<file path="config.mk">
export PLATFORM = sky130hd
export DESIGN_NAME = wheel_ffb_command_encoder
export DESIGN_NICKNAME = d
export VERILOG_FILES = /design/src/sv/wfce_pkg.sv /design/src/sv/wfce_decode.sv /design/src/sv/wfce_arith.sv /design/src/sv/wfce_out.sv /design/src/sv/wheel_ffb_command_encoder.sv
export SDC_FILE = /design/constraint.sdc
export NUM_CORES = 2
export LEC_CHECK = 0
export ABC_AREA = 1
export BUFFER_PORTS_ARGS = -buffer_cell sky130_fd_sc_hd__buf_2
export CORE_MARGIN = 5
export CORE_UTILIZATION = 45
export CTS_CLUSTER_DIAMETER = 60
export DETAILED_ROUTE_END_ITERATION = 16
export GPL_TIMING_DRIVEN = 0
export PLACE_DENSITY_LB_ADDON = 0.25
export SYNTH_ARGS = -nofsm -noshare
export SYNTH_HDL_FRONTEND = slang
export SYNTH_SLANG_ARGS = --single-unit
</file>
<file path="constraint.sdc">
create_clock -name clock -period 6.9 [get_ports clock]
set_input_delay 1.035 -clock clock [delete_from_list [all_inputs] [get_ports clock]]
set_output_delay 1.035 -clock clock [all_outputs]
set_load 0.02 [all_outputs]
</file>
<file path="src/sv/wfce_pkg.sv">
// shared types, constants and report codes of the wheel force-feedback command encoder
package wfce_pkg;

   // request kinds
   localparam logic [2:0] KIND_MODE   = 3'd0;
   localparam logic [2:0] KIND_RANGE  = 3'd1;
   localparam logic [2:0] KIND_CENTRE = 3'd2;
   localparam logic [2:0] KIND_FORCE  = 3'd3;
   localparam logic [2:0] KIND_STOP   = 3'd4;

   // port widths
   localparam int REQ_DATA_W = 16;
   localparam int REQ_USER_W = 3;
   localparam int RSP_DATA_W = 56;

   // clamp limits
   localparam logic signed [11:0] RANGE_MIN = 12'sd40;
   localparam logic signed [11:0] RANGE_MAX = 12'sd900;
   localparam logic signed [11:0] PCT_MAX   = 12'sd100;
   localparam logic signed [11:0] PCT_MIN   = -12'sd100;
   localparam logic [6:0]         PCT_FULL  = 7'd100;

   // scaling: x / 100 == (x * RECIP_100) >> RECIP_100_SHIFT for x below 2^23
   localparam logic [15:0] FULL_SCALE       = 16'hffff;
   localparam logic [14:0] FORCE_SCALE      = 15'h7fff;
   localparam logic [23:0] RECIP_100        = 24'd10737419;
   localparam int          RECIP_100_SHIFT  = 30;

   // spring expansion, knee at SPLIT_POINT
   localparam logic [15:0] SPLIT_POINT  = 16'haaaa;
   localparam logic [19:0] A_LOW_GAIN   = 20'h0c;
   localparam logic [19:0] A_HIGH_GAIN  = 20'h06;
   localparam logic [23:0] B_LOW_GAIN   = 24'h80;
   localparam logic [23:0] B_HIGH_GAIN  = 24'hff;
   localparam logic [19:0] A_KNEE       = 20'd524280;   // 0x0c * 0xaaaa
   localparam logic [23:0] B_KNEE       = 24'd5592320;  // 0x80 * 0xaaaa
   // x / 0xaaaa == (x * RECIP_SPLIT) >> RECIP_SPLIT_SHIFT for x below 2^24
   localparam logic [24:0] RECIP_SPLIT       = 25'd25166209;
   localparam int          RECIP_SPLIT_SHIFT = 40;

   localparam logic [15:0] FORCE_BIAS = 16'h8000;

   // report bytes
   localparam logic [7:0] OP_EXT         = 8'hf8;
   localparam logic [7:0] SUB_MODE_FIRST = 8'h0a;
   localparam logic [7:0] SUB_MODE_NEXT  = 8'h09;
   localparam logic [7:0] MODE_ARG_A     = 8'h05;
   localparam logic [7:0] MODE_ARG_B     = 8'h01;
   localparam logic [7:0] SUB_RANGE      = 8'h81;
   localparam logic [7:0] OP_CENTRE_OFF  = 8'hf5;
   localparam logic [7:0] OP_CENTRE_SET  = 8'hfe;
   localparam logic [7:0] SUB_CENTRE     = 8'h0d;
   localparam logic [7:0] OP_CENTRE_ON   = 8'h14;
   localparam logic [7:0] OP_FORCE       = 8'h11;
   localparam logic [7:0] OP_STOP        = 8'h13;

   // one report, byte 0 in the lowest bits
   typedef logic [6:0][7:0] report_type;

   // decoded and clamped request
   typedef struct packed {
      logic [2:0] kind;
      logic [9:0] degrees;
      logic       centre_off;
      logic [6:0] centre_pct;
      logic       force_neg;
      logic [6:0] force_pct;
   } dec_type;

   // item as it moves down the arithmetic pipeline
   typedef struct packed {
      dec_type     dec;
      logic [22:0] num_m;
      logic [21:0] num_f;
      logic [15:0] m;
      logic [14:0] mag_f;
      logic [18:0] a;
      logic [23:0] b;
      logic [7:0]  force_byte;
      logic [7:0]  qa;
      logic [7:0]  qb;
   } work_type;

endpackage

</file>
<file path="src/sv/wfce_decode.sv">
// input stage: request decode and clamping of the amount
module wfce_decode (
   input  logic                                clock,
   input  logic                                reset,
   input  logic                                req_tvalid,
   output logic                                req_tready,
   input  logic [wfce_pkg::REQ_DATA_W-1:0]     req_tdata,  // [11:0] amount
   input  logic [wfce_pkg::REQ_USER_W-1:0]     req_tuser,  // [2:0] req_type
   output logic                                dec_valid,
   output wfce_pkg::dec_type                   dec_data,
   input  logic                                dec_ready
);
   import wfce_pkg::*;

   logic signed [11:0] amount;
   logic signed [11:0] neg_amount;
   logic               kind_ok;
   dec_type            dec_in;
   dec_type            dec_ff;
   logic               valid_ff;

   assign amount     = $signed(req_tdata[11:0]);
   assign neg_amount = -amount;
   assign kind_ok    = (req_tuser <= KIND_STOP);

   // clamp the amount for each kind
   always_comb begin
      dec_in      = '0;
      dec_in.kind = req_tuser;
      priority if (amount < RANGE_MIN) begin
         dec_in.degrees = RANGE_MIN[9:0];
      end else if (amount > RANGE_MAX) begin
         dec_in.degrees = RANGE_MAX[9:0];
      end else begin
         dec_in.degrees = amount[9:0];
      end
      dec_in.centre_off = (amount <= 12'sd0);
      dec_in.centre_pct = (amount > PCT_MAX) ? PCT_FULL : amount[6:0];
      dec_in.force_neg  = amount[11];
      priority if ((amount > PCT_MAX) || (amount < PCT_MIN)) begin
         dec_in.force_pct = PCT_FULL;
      end else if (amount[11]) begin
         dec_in.force_pct = neg_amount[6:0];
      end else begin
         dec_in.force_pct = amount[6:0];
      end
   end

   assign req_tready = !valid_ff || dec_ready;

   // undefined kinds are taken and dropped here
   always_ff @(posedge clock) begin
      if (reset) begin
         valid_ff <= 1'b0;
      end else if (req_tready) begin
         valid_ff <= req_tvalid && kind_ok;
      end
   end

   always_ff @(posedge clock) begin
      if (req_tready) begin
         dec_ff <= dec_in;
      end
   end

   assign dec_valid = valid_ff;
   assign dec_data  = dec_ff;

endmodule

</file>
<file path="src/sv/wfce_arith.sv">
// four-stage arithmetic pipeline: percent scaling, divide by 100, spring expansion and force bias, divide by knee
module wfce_arith (
   input  logic                clock,
   input  logic                reset,
   input  logic                dec_valid,
   input  wfce_pkg::dec_type   dec_data,
   output logic                dec_ready,
   output logic                work_valid,
   output wfce_pkg::work_type  work_data,
   input  logic                work_ready
);
   import wfce_pkg::*;

   localparam int NUM_STAGES = 4;

   work_type    stage_ff    [NUM_STAGES];
   work_type    stage_in    [NUM_STAGES];
   logic        valid_ff    [NUM_STAGES];
   logic        stage_ready [NUM_STAGES];

   logic [46:0] prod_m;
   logic [45:0] prod_f;
   logic [15:0] excess;
   logic [19:0] a_full;
   logic [15:0] biased;
   logic [43:0] prod_a;
   logic [48:0] prod_b;

   always_comb begin
      // stage 0: scale percent to full range numerators
      stage_in[0]       = '0;
      stage_in[0].dec   = dec_data;
      stage_in[0].num_m = 23'(FULL_SCALE) * 23'(dec_data.centre_pct);
      stage_in[0].num_f = 22'(FORCE_SCALE) * 22'(dec_data.force_pct);

      // stage 1: divide by 100 through the reciprocal
      prod_m          = 47'(stage_ff[0].num_m) * 47'(RECIP_100);
      prod_f          = 46'(stage_ff[0].num_f) * 46'(RECIP_100);
      stage_in[1]       = stage_ff[0];
      stage_in[1].m     = prod_m[RECIP_100_SHIFT +: 16];
      stage_in[1].mag_f = prod_f[RECIP_100_SHIFT +: 15];

      // stage 2: piecewise spring expansion and force bias
      stage_in[2] = stage_ff[1];
      excess      = stage_ff[1].m - SPLIT_POINT;
      if (stage_ff[1].m <= SPLIT_POINT) begin
         a_full        = 20'(stage_ff[1].m) * A_LOW_GAIN;
         stage_in[2].b = 24'(stage_ff[1].m) * B_LOW_GAIN;
      end else begin
         a_full        = A_KNEE + 20'(excess) * A_HIGH_GAIN;
         stage_in[2].b = B_KNEE + 24'(excess) * B_HIGH_GAIN;
      end
      stage_in[2].a = a_full[19:1];
      biased = stage_ff[1].dec.force_neg ? (FORCE_BIAS - 16'(stage_ff[1].mag_f))
                                         : (FORCE_BIAS + 16'(stage_ff[1].mag_f));
      stage_in[2].force_byte = biased[15:8];

      // stage 3: divide by the knee through the reciprocal
      prod_a         = 44'(stage_ff[2].a) * 44'(RECIP_SPLIT);
      prod_b         = 49'(stage_ff[2].b) * 49'(RECIP_SPLIT);
      stage_in[3]    = stage_ff[2];
      stage_in[3].qa = 8'(prod_a >> RECIP_SPLIT_SHIFT);
      stage_in[3].qb = 8'(prod_b >> RECIP_SPLIT_SHIFT);
   end

   // a stage loads when it is empty or its item moves on
   always_comb begin
      stage_ready[NUM_STAGES-1] = !valid_ff[NUM_STAGES-1] || work_ready;
      for (int k = NUM_STAGES - 2; k >= 0; k--) begin
         stage_ready[k] = !valid_ff[k] || stage_ready[k+1];
      end
   end

   always_ff @(posedge clock) begin
      if (reset) begin
         for (int k = 0; k < NUM_STAGES; k++) begin
            valid_ff[k] <= 1'b0;
         end
      end else begin
         if (stage_ready[0]) begin
            valid_ff[0] <= dec_valid;
         end
         for (int k = 1; k < NUM_STAGES; k++) begin
            if (stage_ready[k]) begin
               valid_ff[k] <= valid_ff[k-1];
            end
         end
      end
   end

   always_ff @(posedge clock) begin
      for (int k = 0; k < NUM_STAGES; k++) begin
         if (stage_ready[k]) begin
            stage_ff[k] <= stage_in[k];
         end
      end
   end

   assign dec_ready  = stage_ready[0];
   assign work_valid = valid_ff[NUM_STAGES-1];
   assign work_data  = stage_ff[NUM_STAGES-1];

   // a stalled final stage keeps its item
   a_tail_holds: assert property (@(posedge clock) disable iff (reset)
      (valid_ff[NUM_STAGES-1] && !work_ready) |=>
      (valid_ff[NUM_STAGES-1] && $stable(stage_ff[NUM_STAGES-1])))
      else $error("arith tail item lost or changed under stall");

endmodule

</file>
<file path="src/sv/wfce_out.sv">
// output stage: report assembly and one-or-two report sequencer
module wfce_out (
   input  logic                                clock,
   input  logic                                reset,
   input  logic                                work_valid,
   input  wfce_pkg::work_type                  work_data,
   output logic                                work_ready,
   output logic                                rsp_tvalid,
   input  logic                                rsp_tready,
   output logic [wfce_pkg::RSP_DATA_W-1:0]     rsp_tdata,
   output logic                                rsp_tlast
);
   import wfce_pkg::*;

   report_type rpt_in [2];
   report_type rpt_ff [2];
   logic       two_in;
   logic       two_ff;
   logic       hold_valid_ff;
   logic       sel_ff;
   logic       take;
   logic       last_take;

   // build the reports of one request
   always_comb begin
      rpt_in[0] = '0;
      rpt_in[1] = '0;
      two_in    = 1'b0;
      unique case (work_data.dec.kind)
         KIND_MODE: begin
            rpt_in[0][0] = OP_EXT;
            rpt_in[0][1] = SUB_MODE_FIRST;
            rpt_in[1][0] = OP_EXT;
            rpt_in[1][1] = SUB_MODE_NEXT;
            rpt_in[1][2] = MODE_ARG_A;
            rpt_in[1][3] = MODE_ARG_B;
            rpt_in[1][4] = MODE_ARG_B;
            two_in       = 1'b1;
         end
         KIND_RANGE: begin
            rpt_in[0][0] = OP_EXT;
            rpt_in[0][1] = SUB_RANGE;
            rpt_in[0][2] = work_data.dec.degrees[7:0];
            rpt_in[0][3] = {6'b0, work_data.dec.degrees[9:8]};
         end
         KIND_CENTRE: begin
            if (work_data.dec.centre_off) begin
               rpt_in[0][0] = OP_CENTRE_OFF;
            end else begin
               rpt_in[0][0] = OP_CENTRE_SET;
               rpt_in[0][1] = SUB_CENTRE;
               rpt_in[0][2] = work_data.qa;
               rpt_in[0][3] = work_data.qa;
               rpt_in[0][4] = work_data.qb;
               rpt_in[1][0] = OP_CENTRE_ON;
               two_in       = 1'b1;
            end
         end
         KIND_FORCE: begin
            rpt_in[0][0] = OP_FORCE;
            rpt_in[0][2] = work_data.force_byte;
         end
         KIND_STOP: begin
            rpt_in[0][0] = OP_STOP;
            rpt_in[1][0] = OP_CENTRE_OFF;
            two_in       = 1'b1;
         end
         default: begin
            two_in = 1'b0;
         end
      endcase
   end

   assign take       = rsp_tvalid && rsp_tready;
   assign last_take  = take && rsp_tlast;
   assign work_ready = !hold_valid_ff || last_take;

   // hold register and report select
   always_ff @(posedge clock) begin
      if (reset) begin
         hold_valid_ff <= 1'b0;
         sel_ff        <= 1'b0;
      end else begin
         if (work_ready) begin
            hold_valid_ff <= work_valid;
            sel_ff        <= 1'b0;
         end else if (take) begin
            sel_ff <= 1'b1;
         end
      end
   end

   always_ff @(posedge clock) begin
      if (work_ready && work_valid) begin
         rpt_ff[0] <= rpt_in[0];
         rpt_ff[1] <= rpt_in[1];
         two_ff    <= two_in;
      end
   end

   assign rsp_tvalid = hold_valid_ff;
   assign rsp_tdata  = sel_ff ? rpt_ff[1] : rpt_ff[0];
   assign rsp_tlast  = !two_ff || sel_ff;

   // the second report follows the first one at once
   a_second_follows: assert property (@(posedge clock) disable iff (reset)
      (take && !rsp_tlast) |=> (rsp_tvalid && rsp_tlast))
      else $error("second report missing after first");

   // second report selected only for a held two-report item
   a_sel_valid: assert property (@(posedge clock) disable iff (reset)
      sel_ff |-> (hold_valid_ff && two_ff))
      else $error("second report selected without a two-report item");

   // a newly loaded item starts on its first report
   a_load_first: assert property (@(posedge clock) disable iff (reset)
      (work_valid && work_ready) |=> (rsp_tvalid && !sel_ff))
      else $error("loaded item does not start with first report");

endmodule

</file>
<file path="src/sv/wheel_ffb_command_encoder.sv">
// top level of the wheel force-feedback command encoder
//
//   channel | dir | ports                               | item
//   req     | in  | req_tvalid/tready/tdata/tuser       | request kind and signed amount
//   rsp     | out | rsp_tvalid/tready/tdata/tlast       | one 7-byte report, tlast on final one
//
// the encoder gives one report per cycle while rsp_tready is high: range, force
// and autocentre off cause one report each, mode switch, autocentre on and stop
// cause two, which the output sequencer sends in order. the first report passes
// the decode register, four arithmetic stages and the output register before it
// is offered. reset clears all valid bits. a stall on rsp holds every full stage;
// items of defined kinds are never dropped or repeated.
module wheel_ffb_command_encoder (
   input  logic                                clock,
   input  logic                                reset,
   input  logic                                req_tvalid,
   output logic                                req_tready,
   input  logic [wfce_pkg::REQ_DATA_W-1:0]     req_tdata,  // [11:0] amount, [15:12] zero
   input  logic [wfce_pkg::REQ_USER_W-1:0]     req_tuser,  // [2:0] req_type
   output logic                                rsp_tvalid,
   input  logic                                rsp_tready,
   output logic [wfce_pkg::RSP_DATA_W-1:0]     rsp_tdata,  // byte0 [7:0] .. byte6 [55:48]
   output logic                                rsp_tlast
);
   import wfce_pkg::*;

   logic     dec_valid;
   logic     dec_ready;
   dec_type  dec_data;
   logic     work_valid;
   logic     work_ready;
   work_type work_data;

   // decode and clamp
   wfce_decode u_decode (
      .clock      (clock),
      .reset      (reset),
      .req_tvalid (req_tvalid),
      .req_tready (req_tready),
      .req_tdata  (req_tdata),
      .req_tuser  (req_tuser),
      .dec_valid  (dec_valid),
      .dec_data   (dec_data),
      .dec_ready  (dec_ready)
   );

   // scaling and spring arithmetic
   wfce_arith u_arith (
      .clock      (clock),
      .reset      (reset),
      .dec_valid  (dec_valid),
      .dec_data   (dec_data),
      .dec_ready  (dec_ready),
      .work_valid (work_valid),
      .work_data  (work_data),
      .work_ready (work_ready)
   );

   // report assembly and sequencing
   wfce_out u_out (
      .clock      (clock),
      .reset      (reset),
      .work_valid (work_valid),
      .work_data  (work_data),
      .work_ready (work_ready),
      .rsp_tvalid (rsp_tvalid),
      .rsp_tready (rsp_tready),
      .rsp_tdata  (rsp_tdata),
      .rsp_tlast  (rsp_tlast)
   );

endmodule

</file>
==> summary.md <==
| Metric | Value |
|---|---|
| WP data required | `7.21 ns` |
| Final GP Congestion | `0.928` |
| Share of the synthesized area in the top cell type | `around 25%` |
| Setup violators final | `0` |
| 1st-iter DRT viols | `a little under 2000` |
| WL/cell | `17.0 microns` |
| Die area | `109000 sq um` |
| Final Hold Vio Count | `0` |
| Clock Pin Slew Worst Setup and Hold Paths | `roughly 0.060 ns` |
| CTS Buffer Depth | `3` |
| Final instance area | `49500 sq um` |
| Number of fill cells | `9706` |
| Overflow after GRT | `0` |
| Wirelength, routed | `between 100000 and 150000 microns` |
| XOR/XNOR Fraction of Synth Area | `2.55%` |
| Non-Filler Instances | `6668` |
| Clock root buffer master | `clkbuf_16` |
| Endpoint class of the critical path | `flip-flop` |
| Vias | `33481` |
| Die H | `330 microns` |
| Pins Over Slew Limit | `0` |
| TritonCTS clock tree | `done` |
| Die width | `330 microns` |
| Most frequent cell after synthesis | `inv_1` |
| Fmax | `about 0.15 GHz` |
| Antenna violations before repair | `1` |
| Crit path launch type | `flip-flop` |
| Post-Synth Adder-Cell Area | `48.7%` |
| Crit-path cells | `fa_1 > inv_1 > fa_1 > inv_1 > fa_1 > inv_1 > fa_1 > inv_1 > fa_1 > fa_1 > ha_1 > ha_1 > nand2_1 > nor2_1 > nand2_1 > nor4_1 > o21ai_0 > nand3_1 > xor2_1` |
| Worst-Skew Late Latency | `0.56 ns` |
| First-pass GRT wire length | `roughly 180000 microns` |
| Syn Area/Cell | `8.94 sq um` |
| Async set-reset flop share out of synthesis | `0%` |
| CTS Hold Bufs | `0` |
| N_diodes | `0` |
| Synth cell count leaders | `inv_1, ha_1, nand2_1` |
| Port Buf Inserts | `53` |
| CP max-delay cell | `fa_1` |
| Ports | `82` |
| Layout cells sized above 1 | `under 10%` |
| Post-Route Utilization | `48.7%` |
| Post-DP Area | `48200 sq um` |
| Worst-case reg-to-reg path depth | `19` |
| Top FF cell, synth | `edfxtp_1` |
| Synth-to-Final Area Change | `7.58%` |
| Post-route DRC violation count | `0` |
| R2R Path End | `u_arith.stage_ff[1][97]` |
| Fin nets | `6763` |
| CP Max Fanout | `7` |
| Post-synthesis register bit count | `~280` |
| Clock sink total | `277` |
| Crit-path most repeated cell | `fa_1` |
| Final min period | `approximately 6.5 ns` |
| Initial Utilization | `45.3%` |
| Post-synth EDFFs | `274` |
| Biggest cell delay along the critical path | `0.68 ns` |
| Seq/Total Area, Yosys | `between 10% and 20%` |
| Worst hold path class | `flip-flop to flip-flop` |
| Vias/cell | `between 5 and 6` |
| Tot GR Track Use | `21.4%` |
| CP startpoint | `u_arith.stage_ff[0][134]` |
| Placed insts | `6595` |
| Worst hold path stage count | `0` |
| Main combinational cell family by area after synthesis | `adder cells` |
| WP data arrival | `roughly 6.9 ns` |
| Worst setup path class | `flip-flop to flip-flop` |
| Post-synthesis compound-gate area fraction | `around 7.3%` |
| Worst Hold Endpoint | `u_arith.stage_ff[3][166]` |
| Row cnt | `117` |
| Post-synthesis mux area share | `0.0217%` |
| Largest net degree at the start of global routing | `67` |
| Post-synth cell types | `55` |
| Yosys top cell by area | `ha_1` |
| Worst R2R Setup Slack | `0.36 ns` |
| Worst slew pin tran | `~1.1 ns` |
| Reg-to-reg startpoint | `u_arith.stage_ff[0][134]` |
| Status | `finished, final reports clean` |
| First-pass detailed-route iteration total | `7` |
| Hold slack final | `0.397 ns` |
| Htree depth | `2` |
| Hold Path Origin | `u_arith.stage_ff[2][166]` |
| Worst slew margin | `29.3%` |
| Vias in the first global route | `35208` |
| Area contributors post-synth | `ha_1, fa_1, edfxtp_1` |
| CTS buffer count | `36` |
| Max Cap Viol | `0` |
| Clock skew | `0.0193 ns` |
| Cell count after synthesis | `5148` |
| CORE AREA | `102000 sq um` |
| Syn. warnings | `0` |
| Final period utilization | `94.8%` |
| Synth Area in Simple Gates | `between 10 and 15%` |
| Post-DRT Antenna Nets | `0` |
| Post-detailed-placement half-perimeter wirelength | `101000 microns` |
| Post-Syn Area | `between 40000 and 50000 sq um` |
## layout by cell type, fill, tap and decap left out, drive strengths merged, types with 10 or more instances in the layout
| cell | Yosys | layout |
|---|---|---|
| inv | 1309 | 1318 |
| ha | 927 | 927 |
| nand2 | 673 | 673 |
| fa | 541 | 541 |
| nor2 | 356 | 356 |
| edfxtp | 274 | 274 |
| a21oi | 267 | 267 |
| o21ai | 188 | 188 |
| nand3 | 140 | 140 |
| xor2 | 101 | 101 |
| buf | 35 | 99 |
| nor3 | 50 | 50 |
| nand4 | 47 | 47 |
| clkbuf | 7 | 47 |
| a31oi | 38 | 38 |
| xnor2 | 33 | 33 |
| a21o | 27 | 27 |
| nor4 | 24 | 24 |
| conb | 1 | 23 |
| o21bai | 15 | 15 |
| clkinv | 0 | 13 |
| o31ai | 12 | 12 |
| or2 | 10 | 10 |
| o211ai | 10 | 10 |
## cells by family after synthesis
| kind of cell | count (synthesis) |
|---|---|
| xor gates and xnor gates | 134 |
| DFF | 277 |
| and+or+nand+nor | 1317 |
| muxes | 1 |
| adders and majority gates | 1468 |
| buffers and inverters | 1351 |
| AOI/OAI and AO/OA | 599 |
| other | 1 |
## how the worst max path moves through the flow
stage / to / slack (ns) / depth (start not counted)
after CTS: u_arith.stage_ff[2][42] / 0.006 / 22
final: u_arith.stage_ff[1][97] / 0.36 / 19
after detailed placement: u_arith.stage_ff[2][45] / 0.03 / 22
after global placement: req_tready / -1.10 / 10
after floorplan: req_tready / 0.98 / 8
after global routing: u_arith.stage_ff[2][42] / -0.02 / 22
## what timing repair did
item                                    in CTS  in global routing
buffers inserted                             0                  6
endpoints found under the setup margin       0                  9
gates resized for setup                      0                  8
## metal layers
metal / GRT usage (%) / vias to the layer above / wire, microns
li1: - / 16638 / -
met1: 29.7 / 16063 / 52500
met2: 36.1 / 643 / 53200
met3: 2.69 / 137 / 5130
met4: 4.71 / 0 / 2790
met5: 0 / - / 0
## registers in the layout, summed over array words and instances, names as in the netlist
name                flops
u_arith.stage_ff      204
u_out.rsp_tvalid        1
u_out.two_ff            1
u_out.sel_ff            1
u_decode.dec_data      29
u_out.rpt_ff           36
u_decode.dec_valid      1
u_arith.valid_ff        4
## layout make-up
| cell class | instances | area, sq um | share of cell area [%] |
|---|---|---|---|
| buffer | 42 | 260 | 0.525 |
| clock inverter | 26 | 285 | 0.576 |
| multi-input combinational | 3542 | 32700 | 66.1 |
| clock buffer | 40 | 916 | 1.85 |
| inverter | 1309 | 4910 | 9.92 |
| tap | 1368 | 1710 | 3.46 |
| timing repair buffer | 64 | 418 | 0.844 |
| sequential | 277 | 8290 | 16.7 |
## worst max-delay path: cells and delay by family (launching register included)
kind | cells | cell delay, ns
DFF | 1 | 0.64
buffers and inverters | 4 | 0.24
and+or+nand+nor | 5 | 1.09
xor gates and xnor gates | 1 | 0.08
adders and majority gates | 8 | 3.92
AOI/OAI and AO/OA | 1 | 0.31
## per-stage QoR
stage / setup WS, ns / setup TNS, ns
6_report: 0.358 / 0
5_1_grt: -0.0219 / -0.0219
4_1_cts: 0.00591 / 0
3_5_place_dp: 0.0347 / 0
3_3_place_gp: -1.10 / -50.35
2_1_floorplan: 0.983 / 0
Power is left out: the tool's default activity adds up to more than one toggle a clock period on the data nets, which glitch-free logic cannot reach.
